[src/sv/brp_pkg.sv]
// Shared constants, types and result codes of the buffer recycle pool.
`default_nettype none
package brp_pkg;

	localparam int POOL_ENTRIES  = 32;
	localparam int HANDLE_BITS   = 16;
	localparam int SIZE_BITS     = 32;
	localparam int BUDGET_BITS   = 36;
	localparam int TOTAL_BITS    = 37;
	localparam int CNT_BITS      = $clog2(POOL_ENTRIES + 1);
	localparam int IN_DATA_BITS  = ((SIZE_BITS + HANDLE_BITS + 7) / 8) * 8;
	localparam int OUT_DATA_BITS = ((HANDLE_BITS + 7) / 8) * 8;

	localparam logic [BUDGET_BITS-1:0] BUDGET_RESET = BUDGET_BITS'(64'd1073741824);

	typedef enum logic [1:0] {
		KIND_EVICT = 2'd0,
		KIND_DONE  = 2'd1,
		KIND_HIT   = 2'd2,
		KIND_MISS  = 2'd3
	} kind_t;

	typedef enum logic {
		ACT_STORE = 1'b0,
		ACT_FETCH = 1'b1
	} action_t;

	// One pool record: byte size and buffer handle
	typedef struct packed {
		logic [SIZE_BITS-1:0]   bytes;
		logic [HANDLE_BITS-1:0] handle;
	} rec_t;

	// Per-cell controls: take neighbor record, or take broadcast record
	typedef struct packed {
		logic shift;
		logic load;
	} cell_ctrl_t;

	// Station controls: start a new pass, process the head record
	typedef struct packed {
		logic clear;
		logic step;
	} stn_ctrl_t;

endpackage
`default_nettype wire

[src/sv/buffer_recycle_pool_unit.sv]
// Top level of the buffer recycle pool: record chain, station, sequencer and ports.
`default_nettype none
// Records sit in a chain of cells in age order, oldest in cell 0. Removing a size
// rotates the live records once through the head station, one cell per cycle; a
// fetch makes one such pass, and a store one pass for each eviction. One item is
// worked at a time; the input is taken again once its last result is in the output
// register. s_axis_tuser is the action, m_axis_tuser the result kind.
module buffer_recycle_pool_unit import brp_pkg::*; (
	input  logic                     clk,
	input  logic                     arst_n,
	input  logic                     s_axis_tvalid,
	output logic                     s_axis_tready,
	input  logic [IN_DATA_BITS-1:0]  s_axis_tdata,  // buffer_size, buffer_handle
	input  logic                     s_axis_tuser,  // action
	output logic                     m_axis_tvalid,
	input  logic                     m_axis_tready,
	output logic [OUT_DATA_BITS-1:0] m_axis_tdata,  // handle_out
	output logic [1:0]               m_axis_tuser,  // kind
	output logic                     m_axis_tlast,
	input  logic                     cfg_we,
	input  logic [BUDGET_BITS-1:0]   cfg_wdata
);

	typedef enum logic [4:0] {
		S_IDLE   = 5'b00001,
		S_CHECK  = 5'b00010,
		S_PASS   = 5'b00100,
		S_INSERT = 5'b01000,
		S_EMIT   = 5'b10000
	} state_t;

	state_t                  state_q;
	action_t                 act_q;
	logic [SIZE_BITS-1:0]    size_q;
	logic [HANDLE_BITS-1:0]  handle_q;
	logic [SIZE_BITS-1:0]    key_q;
	logic [CNT_BITS-1:0]     steps_q;
	logic [CNT_BITS-1:0]     cnt_q;
	logic [TOTAL_BITS-1:0]   total_q;
	logic [BUDGET_BITS-1:0]  budget_q;
	kind_t                   pend_kind_q;
	logic [HANDLE_BITS-1:0]  pend_handle_q;
	logic                    pend_last_q;
	logic                    m_valid_q;
	kind_t                   m_kind_q;
	logic [HANDLE_BITS-1:0]  m_handle_q;
	logic                    m_last_q;

	rec_t                    rec [POOL_ENTRIES];
	cell_ctrl_t              cctl [POOL_ENTRIES];
	rec_t                    bus;
	rec_t                    tail;
	logic                    drop;
	logic                    found;
	logic [HANDLE_BITS-1:0]  carry;
	stn_ctrl_t               sctl;
	logic                    in_acc;
	logic                    pass_step;
	logic                    over_budget;
	logic                    evict_go;
	logic                    emit_go;

	// Handshake and pass decisions
	always_comb begin
		s_axis_tready = (state_q == S_IDLE);
		in_acc        = s_axis_tvalid && s_axis_tready;
		pass_step     = (state_q == S_PASS) && (steps_q != '0);
		over_budget   = ({1'b0, total_q} + (TOTAL_BITS + 1)'(size_q))
			> (TOTAL_BITS + 1)'(budget_q);
		evict_go      = (cnt_q != '0)
			&& (over_budget || (cnt_q == CNT_BITS'(POOL_ENTRIES)));
		emit_go       = (state_q == S_EMIT) && (!m_valid_q || m_axis_tready);
		sctl.clear    = in_acc || ((state_q == S_CHECK) && evict_go);
		sctl.step     = pass_step;
		bus           = (state_q == S_INSERT) ? rec_t'({size_q, handle_q}) : tail;
	end

	// Chain of record cells
	for (genvar i = 0; i < POOL_ENTRIES; i++) begin : g_cell
		rec_t nbr;
		if (i < POOL_ENTRIES - 1) begin : g_mid
			assign nbr = rec[i+1];
		end else begin : g_end
			assign nbr = rec[i];
		end
		assign cctl[i].shift = pass_step && (CNT_BITS'(i + 1) < cnt_q);
		assign cctl[i].load  = (pass_step && !drop && (CNT_BITS'(i + 1) == cnt_q))
			|| ((state_q == S_INSERT) && (CNT_BITS'(i) == cnt_q));
		brp_cell u_cell (
			.clk   (clk),
			.ctrl  (cctl[i]),
			.nbr   (nbr),
			.bus   (bus),
			.rec_q (rec[i])
		);
	end

	brp_station u_station (
		.clk     (clk),
		.arst_n  (arst_n),
		.ctrl    (sctl),
		.key     (key_q),
		.head    (rec[0]),
		.tail    (tail),
		.drop    (drop),
		.found_q (found),
		.carry_q (carry)
	);

	// Sequence store, eviction and fetch
	always_ff @(posedge clk or negedge arst_n) begin
		if (!arst_n) begin
			state_q  <= S_IDLE;
			cnt_q    <= '0;
			total_q  <= '0;
			steps_q  <= '0;
			budget_q <= BUDGET_RESET;
		end else begin
			if (cfg_we) begin
				budget_q <= cfg_wdata;
			end
			unique case (state_q)
				S_IDLE: begin
					if (in_acc) begin
						if (action_t'(s_axis_tuser) == ACT_FETCH) begin
							steps_q <= cnt_q;
							state_q <= S_PASS;
						end else begin
							state_q <= S_CHECK;
						end
					end
				end
				S_CHECK: begin
					if (evict_go) begin
						steps_q <= cnt_q;
						state_q <= S_PASS;
					end else begin
						state_q <= S_INSERT;
					end
				end
				S_PASS: begin
					if (steps_q != '0) begin
						steps_q <= steps_q - 1'b1;
						if (drop) begin
							cnt_q   <= cnt_q - 1'b1;
							total_q <= total_q - TOTAL_BITS'(key_q);
						end
					end else begin
						state_q <= S_EMIT;
					end
				end
				S_INSERT: begin
					cnt_q   <= cnt_q + 1'b1;
					total_q <= total_q + TOTAL_BITS'(size_q);
					state_q <= S_EMIT;
				end
				S_EMIT: begin
					if (emit_go) begin
						state_q <= pend_last_q ? S_IDLE : S_CHECK;
					end
				end
				default: state_q <= S_IDLE;
			endcase
		end
	end

	// Latch item fields, pass key and pending result
	always_ff @(posedge clk) begin
		if (in_acc) begin
			act_q    <= action_t'(s_axis_tuser);
			size_q   <= s_axis_tdata[SIZE_BITS-1:0];
			handle_q <= s_axis_tdata[SIZE_BITS +: HANDLE_BITS];
			key_q    <= s_axis_tdata[SIZE_BITS-1:0];
		end else if ((state_q == S_CHECK) && evict_go) begin
			key_q <= rec[0].bytes;
		end
		if ((state_q == S_PASS) && (steps_q == '0)) begin
			if (act_q == ACT_STORE) begin
				pend_kind_q   <= KIND_EVICT;
				pend_handle_q <= carry;
				pend_last_q   <= 1'b0;
			end else begin
				pend_kind_q   <= found ? KIND_HIT : KIND_MISS;
				pend_handle_q <= found ? carry : '0;
				pend_last_q   <= 1'b1;
			end
		end else if (state_q == S_INSERT) begin
			pend_kind_q   <= KIND_DONE;
			pend_handle_q <= '0;
			pend_last_q   <= 1'b1;
		end
	end

	// Output register valid
	always_ff @(posedge clk or negedge arst_n) begin
		if (!arst_n) begin
			m_valid_q <= 1'b0;
		end else if (emit_go) begin
			m_valid_q <= 1'b1;
		end else if (m_axis_tready) begin
			m_valid_q <= 1'b0;
		end
	end

	// Output register payload
	always_ff @(posedge clk) begin
		if (emit_go) begin
			m_kind_q   <= pend_kind_q;
			m_handle_q <= pend_handle_q;
			m_last_q   <= pend_last_q;
		end
	end

	assign m_axis_tvalid = m_valid_q;
	assign m_axis_tdata  = OUT_DATA_BITS'(m_handle_q);
	assign m_axis_tuser  = m_kind_q;
	assign m_axis_tlast  = m_last_q;

endmodule
`default_nettype wire

[src/sv/brp_cell.sv]
// One pool cell: holds a record, shifts from its younger neighbor or loads the bus.
`default_nettype none
module brp_cell import brp_pkg::*; (
	input  logic       clk,
	input  cell_ctrl_t ctrl,
	input  rec_t       nbr,
	input  rec_t       bus,
	output rec_t       rec_q
);

	// Advance toward the head, or load the tail or append record
	always_ff @(posedge clk) begin
		if (ctrl.shift) begin
			rec_q <= nbr;
		end else if (ctrl.load) begin
			rec_q <= bus;
		end
	end

endmodule
`default_nettype wire

[src/sv/brp_station.sv]
// Head station: matches the popped record, drops the first match, rotates handles.
`default_nettype none
module brp_station import brp_pkg::*; (
	input  logic                   clk,
	input  logic                   arst_n,
	input  stn_ctrl_t              ctrl,
	input  logic [SIZE_BITS-1:0]   key,
	input  rec_t                   head,
	output rec_t                   tail,
	output logic                   drop,
	output logic                   found_q,
	output logic [HANDLE_BITS-1:0] carry_q
);

	logic match;

	// Drop the oldest match, hand older handles to younger matches
	always_comb begin
		match       = (head.bytes == key);
		drop        = match && !found_q;
		tail.bytes  = head.bytes;
		tail.handle = match ? carry_q : head.handle;
	end

	// Track first match of the pass
	always_ff @(posedge clk or negedge arst_n) begin
		if (!arst_n) begin
			found_q <= 1'b0;
		end else if (ctrl.clear) begin
			found_q <= 1'b0;
		end else if (ctrl.step && match) begin
			found_q <= 1'b1;
		end
	end

	// Hold the handle pushed out by the last match
	always_ff @(posedge clk) begin
		if (ctrl.step && match) begin
			carry_q <= head.handle;
		end
	end

endmodule
`default_nettype wire

[config.mk]
export PLATFORM = sky130hd
export DESIGN_NAME = buffer_recycle_pool_unit
export DESIGN_NICKNAME = d
export VERILOG_FILES = /design/src/sv/brp_pkg.sv /design/src/sv/buffer_recycle_pool_unit.sv /design/src/sv/brp_cell.sv /design/src/sv/brp_station.sv
export SDC_FILE = /design/constraint.sdc
export NUM_CORES = 2
export LEC_CHECK = 0
export BUFFER_PORTS_ARGS = -buffer_cell sky130_fd_sc_hd__buf_2
export CAP_MARGIN = 20
export CELL_PAD_IN_SITES_DETAIL_PLACEMENT = 2
export CELL_PAD_IN_SITES_GLOBAL_PLACEMENT = 2
export CORE_MARGIN = 4
export CORE_UTILIZATION = 45
export CTS_BUF_LIST = sky130_fd_sc_hd__clkbuf_8
export CTS_CLUSTER_SIZE = 25
export DETAILED_ROUTE_END_ITERATION = 16
export GPL_TIMING_DRIVEN = 0
export HOLD_SLACK_MARGIN = 0.12
export PLACE_DENSITY = 0.88
export SETUP_SLACK_MARGIN = 0.02
export SYNTH_ARGS = -nofsm -noshare
export SYNTH_HDL_FRONTEND = slang
export SYNTH_SLANG_ARGS = --single-unit
[constraint.sdc]
create_clock -name clk -period 7 [get_ports clk]
set_input_delay 0.7 -clock clk [delete_from_list [all_inputs] [get_ports clk]]
set_output_delay 0.7 -clock clk [all_outputs]
set_load 0.01 [all_outputs]
==> results of run 1 <==
## cells by family after synthesis
kind of cell / count (synthesis) / synth area share (%)
muxes: 53 / 0.751
AOI/OAI and AO/OA: 1974 / 13.7
xor gates and xnor gates: 123 / 1.41
buffers and inverters: 641 / 3.18
DFF: 1763 / 68.5
adders and majority gates: 112 / 1.85
and+or+nand+nor: 2017 / 10.6
## through the flow
stage	setup slack (ps)	hold WS, ps	cell area, um^2	std cells	util, %
CTS	31.4	174	88400	9701	52.2
global placement	-2740	407	80000	9010	47.2
floorplan	1160	400	76600	6683	-
detailed placement	-528	405	81900	9081	48.4
## synth_stat cells (18+ instances only)
master    instances  area share, %
dfrtp_1          90            2.9
edfxtp_1       1671             65
nor2_1         1103            5.4
a21o_1           37           0.36
o21ai_0         649            4.2
a21oi_1        1092            7.1
nand4_1          26           0.21
and2_1           23           0.19
xnor2_1          44           0.50
ha_1            110            1.8
inv_1           118           0.58
a21boi_1         32           0.31
a31oi_1          18           0.15
nand3_1          43           0.28
and3_1           18           0.15
clkbuf_1        499            2.4
nor3_1           21           0.14
nand2_1         693            3.4
xor2_1           79           0.90
mux2_2           36           0.53
a211oi_1         23           0.23
o221ai_1         24           0.27
## metal layers
layer  GRT overflow  GRT usage (%)
met3             93           68.6
met2            305           90.0
met4            285           75.8
met5             18           52.9
met1             71           77.1
## repair_timing
action                                  4_1_cts
endpoints found under the setup margin       52
endpoints found under the hold margin       212
pin swaps                                     1
buffers inserted                              1
gates cloned                                  0
resized for setup                             4
hold buffers                                 90
==> results by group, run 1 <==
Floorplan
  – Number of ports placed on the die boundary: 111
  – Starting density of the core: 45.3%
  – Die Y-Extent: 421 um
  – Die W: 421 um
  – Number of standard-cell rows in the floorplan: 151

Synthesis
  – Number of distinct library cell variants in the gate-level netlist after synthesis: 82
  – Post-synthesis cell area: 76600 um^2
  – Synth Warn #: 0
  – Portion of the post-synthesis area used by sequential elements: 68.5%
  – Cells after Synth: 6683
  – Most used DFF post-synth: edfxtp_1
  – Average cell area after synthesis: 11.5 um^2
  – Number of enable-type register cells in the synthesized netlist: 1671
  – Share of synthesized flip-flops with an asynchronous set or reset: 5.22%
  – Synthesis-stage register bit count: 1763
  – Post-Synthesis Net Count: 6885

GRT
  – Sum of overflow across all layers after global routing: 772
  – Pin count of the biggest net entering global routing: 58
  – Global Route Usage Sum: 78.1%
  – Initial antenna violation count: 145

Placed design
  – Post-detailed-placement half-perimeter wirelength: 228 mm
  – Placer's final routability congestion estimate: 0.863
  – Number of port buffers: 109

Clocking
  – CTS Sinks: 1763
  – Total clock buffers created by CTS: 322
  – Maximum level of the CTS H-tree: 5
  – Maximum count of clock buffers along a single path: 4
  – Clock root cell: clkbuf_8

Outcome
  – Run status: aborted with a tool error
  – Error that ended the run: [ERROR GRT-0232] Routing congestion too high. Check the congestion heatmap in the GUI.
  – Terminating stage of the flow: global routing

Timing
  – Worst-path endpoint after global-route repair_timing: steps_q[4]$_DFFE_PN0P_/D
  – Worst endpoint type: register input
==> run 2, diff against run 1 <==
==> config.mk (replaced) <==
export PLATFORM = sky130hd
export DESIGN_NAME = buffer_recycle_pool_unit
export DESIGN_NICKNAME = d
export VERILOG_FILES = /design/src/sv/brp_pkg.sv /design/src/sv/buffer_recycle_pool_unit.sv /design/src/sv/brp_cell.sv /design/src/sv/brp_station.sv
export SDC_FILE = /design/constraint.sdc
export NUM_CORES = 2
export LEC_CHECK = 0
export BUFFER_PORTS_ARGS = -buffer_cell sky130_fd_sc_hd__buf_2
export CAP_MARGIN = 20
export CORE_MARGIN = 4
export CORE_UTILIZATION = 35
export DETAILED_ROUTE_END_ITERATION = 16
export GPL_TIMING_DRIVEN = 0
export PLACE_DENSITY_LB_ADDON = 0.15
export SYNTH_ARGS = -nofsm -noshare
export SYNTH_HDL_FRONTEND = slang
export SYNTH_SLANG_ARGS = --single-unit
==> run 2 against run 1 <==
The run now ends clean. Synthesized cell count unchanged. Synthesized area did not move.
==> results by group, run 2 <==
Critical path
  – Launch instance of the worst register-to-register path: state_q[1]
  – Reg2Reg Setup Slack: 440 ps
  – End point of the critical path: total_q[33]
  – Critical Path Source: state_q[1]
  – Depth of the most critical reg-to-reg path: 18
  – Sort of element at the start of the critical path: flop
  – Arrival @ worst endpoint: 7240 ps
  – Crit path required time: 7670 ps
  – Crit-path max FO: 10
  – Critical Setup Path Class: flop to flop
  – Capturing point of the worst reg2reg path: total_q[33]
  – Endpoint type of the worst setup path: flop

Route
  – Per-cell via count in the routed design: 5.10
  – Number of remaining DRC errors: 0
  – Total Wirelength: 214 mm
  – Post-route antenna net violation count: 0
  – DR vias: 51500
  – Detailed Route Iter0 Violations: 4511
  – Detail-routed net length per standard cell: 21.2 um
  – TritonRoute pass-1 iters: 6

Layout
  – Most used cells in the layout excluding fill and tap cells: 1671 x edfxtp_1, 1103 x nor2_1, 1091 x a21oi_1, 692 x nand2_1, 642 x o21ai_0
  – Leading registers by flop count: g_cell.u_cell.rec_q (1536), total_q (37), budget_q (36)
  – Largest Register: g_cell.u_cell.rec_q
  – Area growth from synthesis to final layout: 16.1%
  – Area of all placed cells without fillers: 89000 um^2
  – Commonest non-fill, non-tap cell in the layout: edfxtp_1
  – Layout cells sized above 1: 8.01%
  – Final-layout fill cell count: 20700
  – Max FFs per register: 1536
  – Final layout net count: 7298
  – Final core utilization: 40.9%

GRT
  – Vias in the first global route: 50700
  – Wire length of the first global-routing pass: 323 mm
  – Global Route Usage Sum: 18.8%
  – Sum of overflow across all layers after global routing: 0
  – Pin count of the biggest net entering global routing: 59
  – Initial antenna violation count: 13

Floorplan
  – Starting density of the core: 35.3% (was 45.3%)
  – Number of standard-cell rows in the floorplan: 171 (was 151)
  – Placeable core region: 217000 um^2
  – Die Y-Extent: 476 um (was 421 um)
  – Number of ports placed on the die boundary: 111 (unchanged)
  – Total Die Area: 227000 um^2
  – Die W: 476 um (was 421 um)

Clocking
  – Clock input transition at the sequential cells of the worst setup and hold paths: 60 ps
  – Clock tree from TritonCTS: yes
  – Maximum level of the CTS H-tree: 4 (was 5)
  – Clock root cell: clkbuf_16 (was clkbuf_8)
  – Maximum count of clock buffers along a single path: 3 (was 4)
  – Latest clock arrival within the worst-skew pair: 840 ps
  – CTS Sinks: 1763 (unchanged)
  – Total clock buffers created by CTS: 196 (was 322)

Timing
  – Count of final setup violators: 0
  – Final setup skew: 40.3 ps
  – Tightest Pin Transition: 1140 ps
  – Unrepaired setup endpoints after global routing: false
  – Peak clock frequency supported by timing: 0.152 GHz
  – Worst Slack Setup Final: 438 ps
  – Tmin final: 6560 ps
  – Remaining max-slew budget at the tightest pin: 23.4%
  – Total Neg Setup Slack: 0 ps
  – Final Hold Fails: 0
  – Final critical-path share of the clock period: 93.7%
  – Final count of pins violating max slew: 0

Placed design
  – Number of port buffers: 109 (unchanged)
  – Placer's final routability congestion estimate: 0.862 (was 0.863)
  – Post-detailed-placement half-perimeter wirelength: 162 mm (was 228 mm)
  – Placed inst area: 82800 um^2 (was 81900 um^2)
  – Worst slack at placement: -98.7 ps (was -528 ps)

Pwr
  – LEAKAGE: 30.0 nW
  – Switch share: 30.9%
  – Total power density per cell area: 337 nW/um^2
  – Worst vdd rail ir drop: 0.253 mV
  – Reported net switching power: 9.28 mW
  – Share of total power in sequential cells: 44.4%
  – Combinational share of power: 23.2%
  – Cell internal power dissipation: 20.7 mW
  – Clk network pwr share: 32.4%
  – Post-route total power: 30.0 mW

Synthesis
  – Number of distinct library cell variants in the gate-level netlist after synthesis: 82 (unchanged)
  – Biggest area contributors in the synthesized netlist: edfxtp_1 65%, a21oi_1 7.1%, nor2_1 5.4% (unchanged)
  – Synthesis-stage register bit count: 1763 (unchanged)
  – Post-synthesis cell area: 76600 um^2 (unchanged)
  – Synth Warn #: 0 (unchanged)
  – Most instantiated library cell after synthesis: edfxtp_1 (unchanged)
  – Top cell types by occurrence after synthesis: 1671 x edfxtp_1, 1103 x nor2_1, 1092 x a21oi_1 (unchanged)
  – Portion of the post-synthesis area used by sequential elements: 68.5% (unchanged)
  – Post-Synthesis Net Count: 6885 (unchanged)
  – Share of synthesized flip-flops with an asynchronous set or reset: 5.22% (unchanged)
  – Most used DFF post-synth: edfxtp_1 (unchanged)
  – Cells after Synth: 6683 (unchanged)
  – Average cell area after synthesis: 11.5 um^2 (unchanged)
  – Cell taking the most area after synthesis: edfxtp_1 (unchanged)
  – Synth top area share: 65.5% (unchanged)
  – Number of enable-type register cells in the synthesized netlist: 1671 (unchanged)

Outcome
  – Run status: complete, no violations (was aborted with a tool error)

Run
  – Number of violations of the max-capacitance limit: 0

Worst hold path
  – Hold crit path type: primary input to flop
  – Count of cells along the worst hold path: 1
[run 2: cell families (layout without fill, tap and decap cells)]
kind of cell    Yosys count  count (layout)  share of synthesized area [%]
flops                  1763            1763                           68.5
fa+ha+maj               112             112                           1.85
xor+xnor                123             123                           1.41
buf+inv                 641            1195                           3.18
simple gates           2017            2017                           10.6
mux                      53              53                          0.751
compound gates         1974            1974                           13.7
other cells               0               4                              0
[run 2: worst min path at each step]
stage / start / to / slack [ps]
6_report: s_axis_tdata[44] / handle_q[12] / 70
5_1_grt: s_axis_tdata[44] / handle_q[12] / 30
4_1_cts: s_axis_tdata[9] / size_q[9] / 2
3_5_place_dp: pend_handle_q[15] / m_axis_tdata[15] / 410
3_3_place_gp: pend_kind_q[0] / m_axis_tuser[0] / 400
2_1_floorplan: arst_n / budget_q[0] / 400
[run 2: repair_timing]
action / CTS / global route
setup endpoints to repair: 1 / 41
resized for setup: 0 / 3
hold buffers: 14 / 0
endpoints found under the hold margin: 47 / 0
gates cloned: 0 / 0
buffers inserted: 0 / 0
[run 2: power groups by stage]
stage / registers [mW] / logic (mW) / clock network, mW
finish: 13.3 / 6.96 / 9.71
global placement: 13.7 / 6.57 / 0
detailed placement: 13.5 / 6.91 / 0
global route: 13.4 / 7.77 / 10.3
CTS: 13.3 / 6.96 / 9.93
floorplan: 13.4 / 4.58 / 0
[run 2: stage by stage]
step | hold WS, ps | std cells
2_1_floorplan | 400 | 6683
3_3_place_gp | 405 | 9646
3_5_place_dp | 406 | 9730
4_1_cts | 2.25 | 10100
5_1_grt | 31.3 | 10100
6_report | 72.9 | 10100
[run 2: area by class of cell]
| type | count | area (um^2) | area share (%) |
|---|---|---|---|
| clock buffers | 252 | 5200 | 5.84 |
| diodes | 4 | 10.0 | 0.0112 |
| plain buffers | 520 | 1990 | 2.23 |
| multi-input cells | 4279 | 22300 | 25.1 |
| flip-flops and latches | 1763 | 52500 | 59.0 |
| inverters | 120 | 450 | 0.506 |
| repair buffers | 216 | 2220 | 2.49 |
| clock inverters | 87 | 731 | 0.821 |
| well taps | 2854 | 3570 | 4.01 |
[run 2: critical path: stages (launching register included)]
cell and delay [ps]:
dfrtp_1 400, nor2_1 260, and3_2 530, buf_2 390, buf_4 290, buf_4 270
clkbuf_1 590, clkbuf_1 520, o21ai_0 220, ha_1 260, a21o_1 170, a21oi_1 280
o21ai_0 220, and3_1 190, a211oi_1 760, a21oi_1 300, a21o_1 300, o41ai_1 300
o31ai_1 110
[run 2: routing by layer]
metal  wire length (um)  vias up  track usage, %  part of all wire [%]
li1                   -    24800               -                     -
met1              96300    25100            25.9                    45
met2              99200     1281            30.3                    46
met3              13800      264            3.76                   6.4
met4               5170        0            5.13                   2.4
met5                  0        -               0                     0
(Power assumes the default switching activity.)
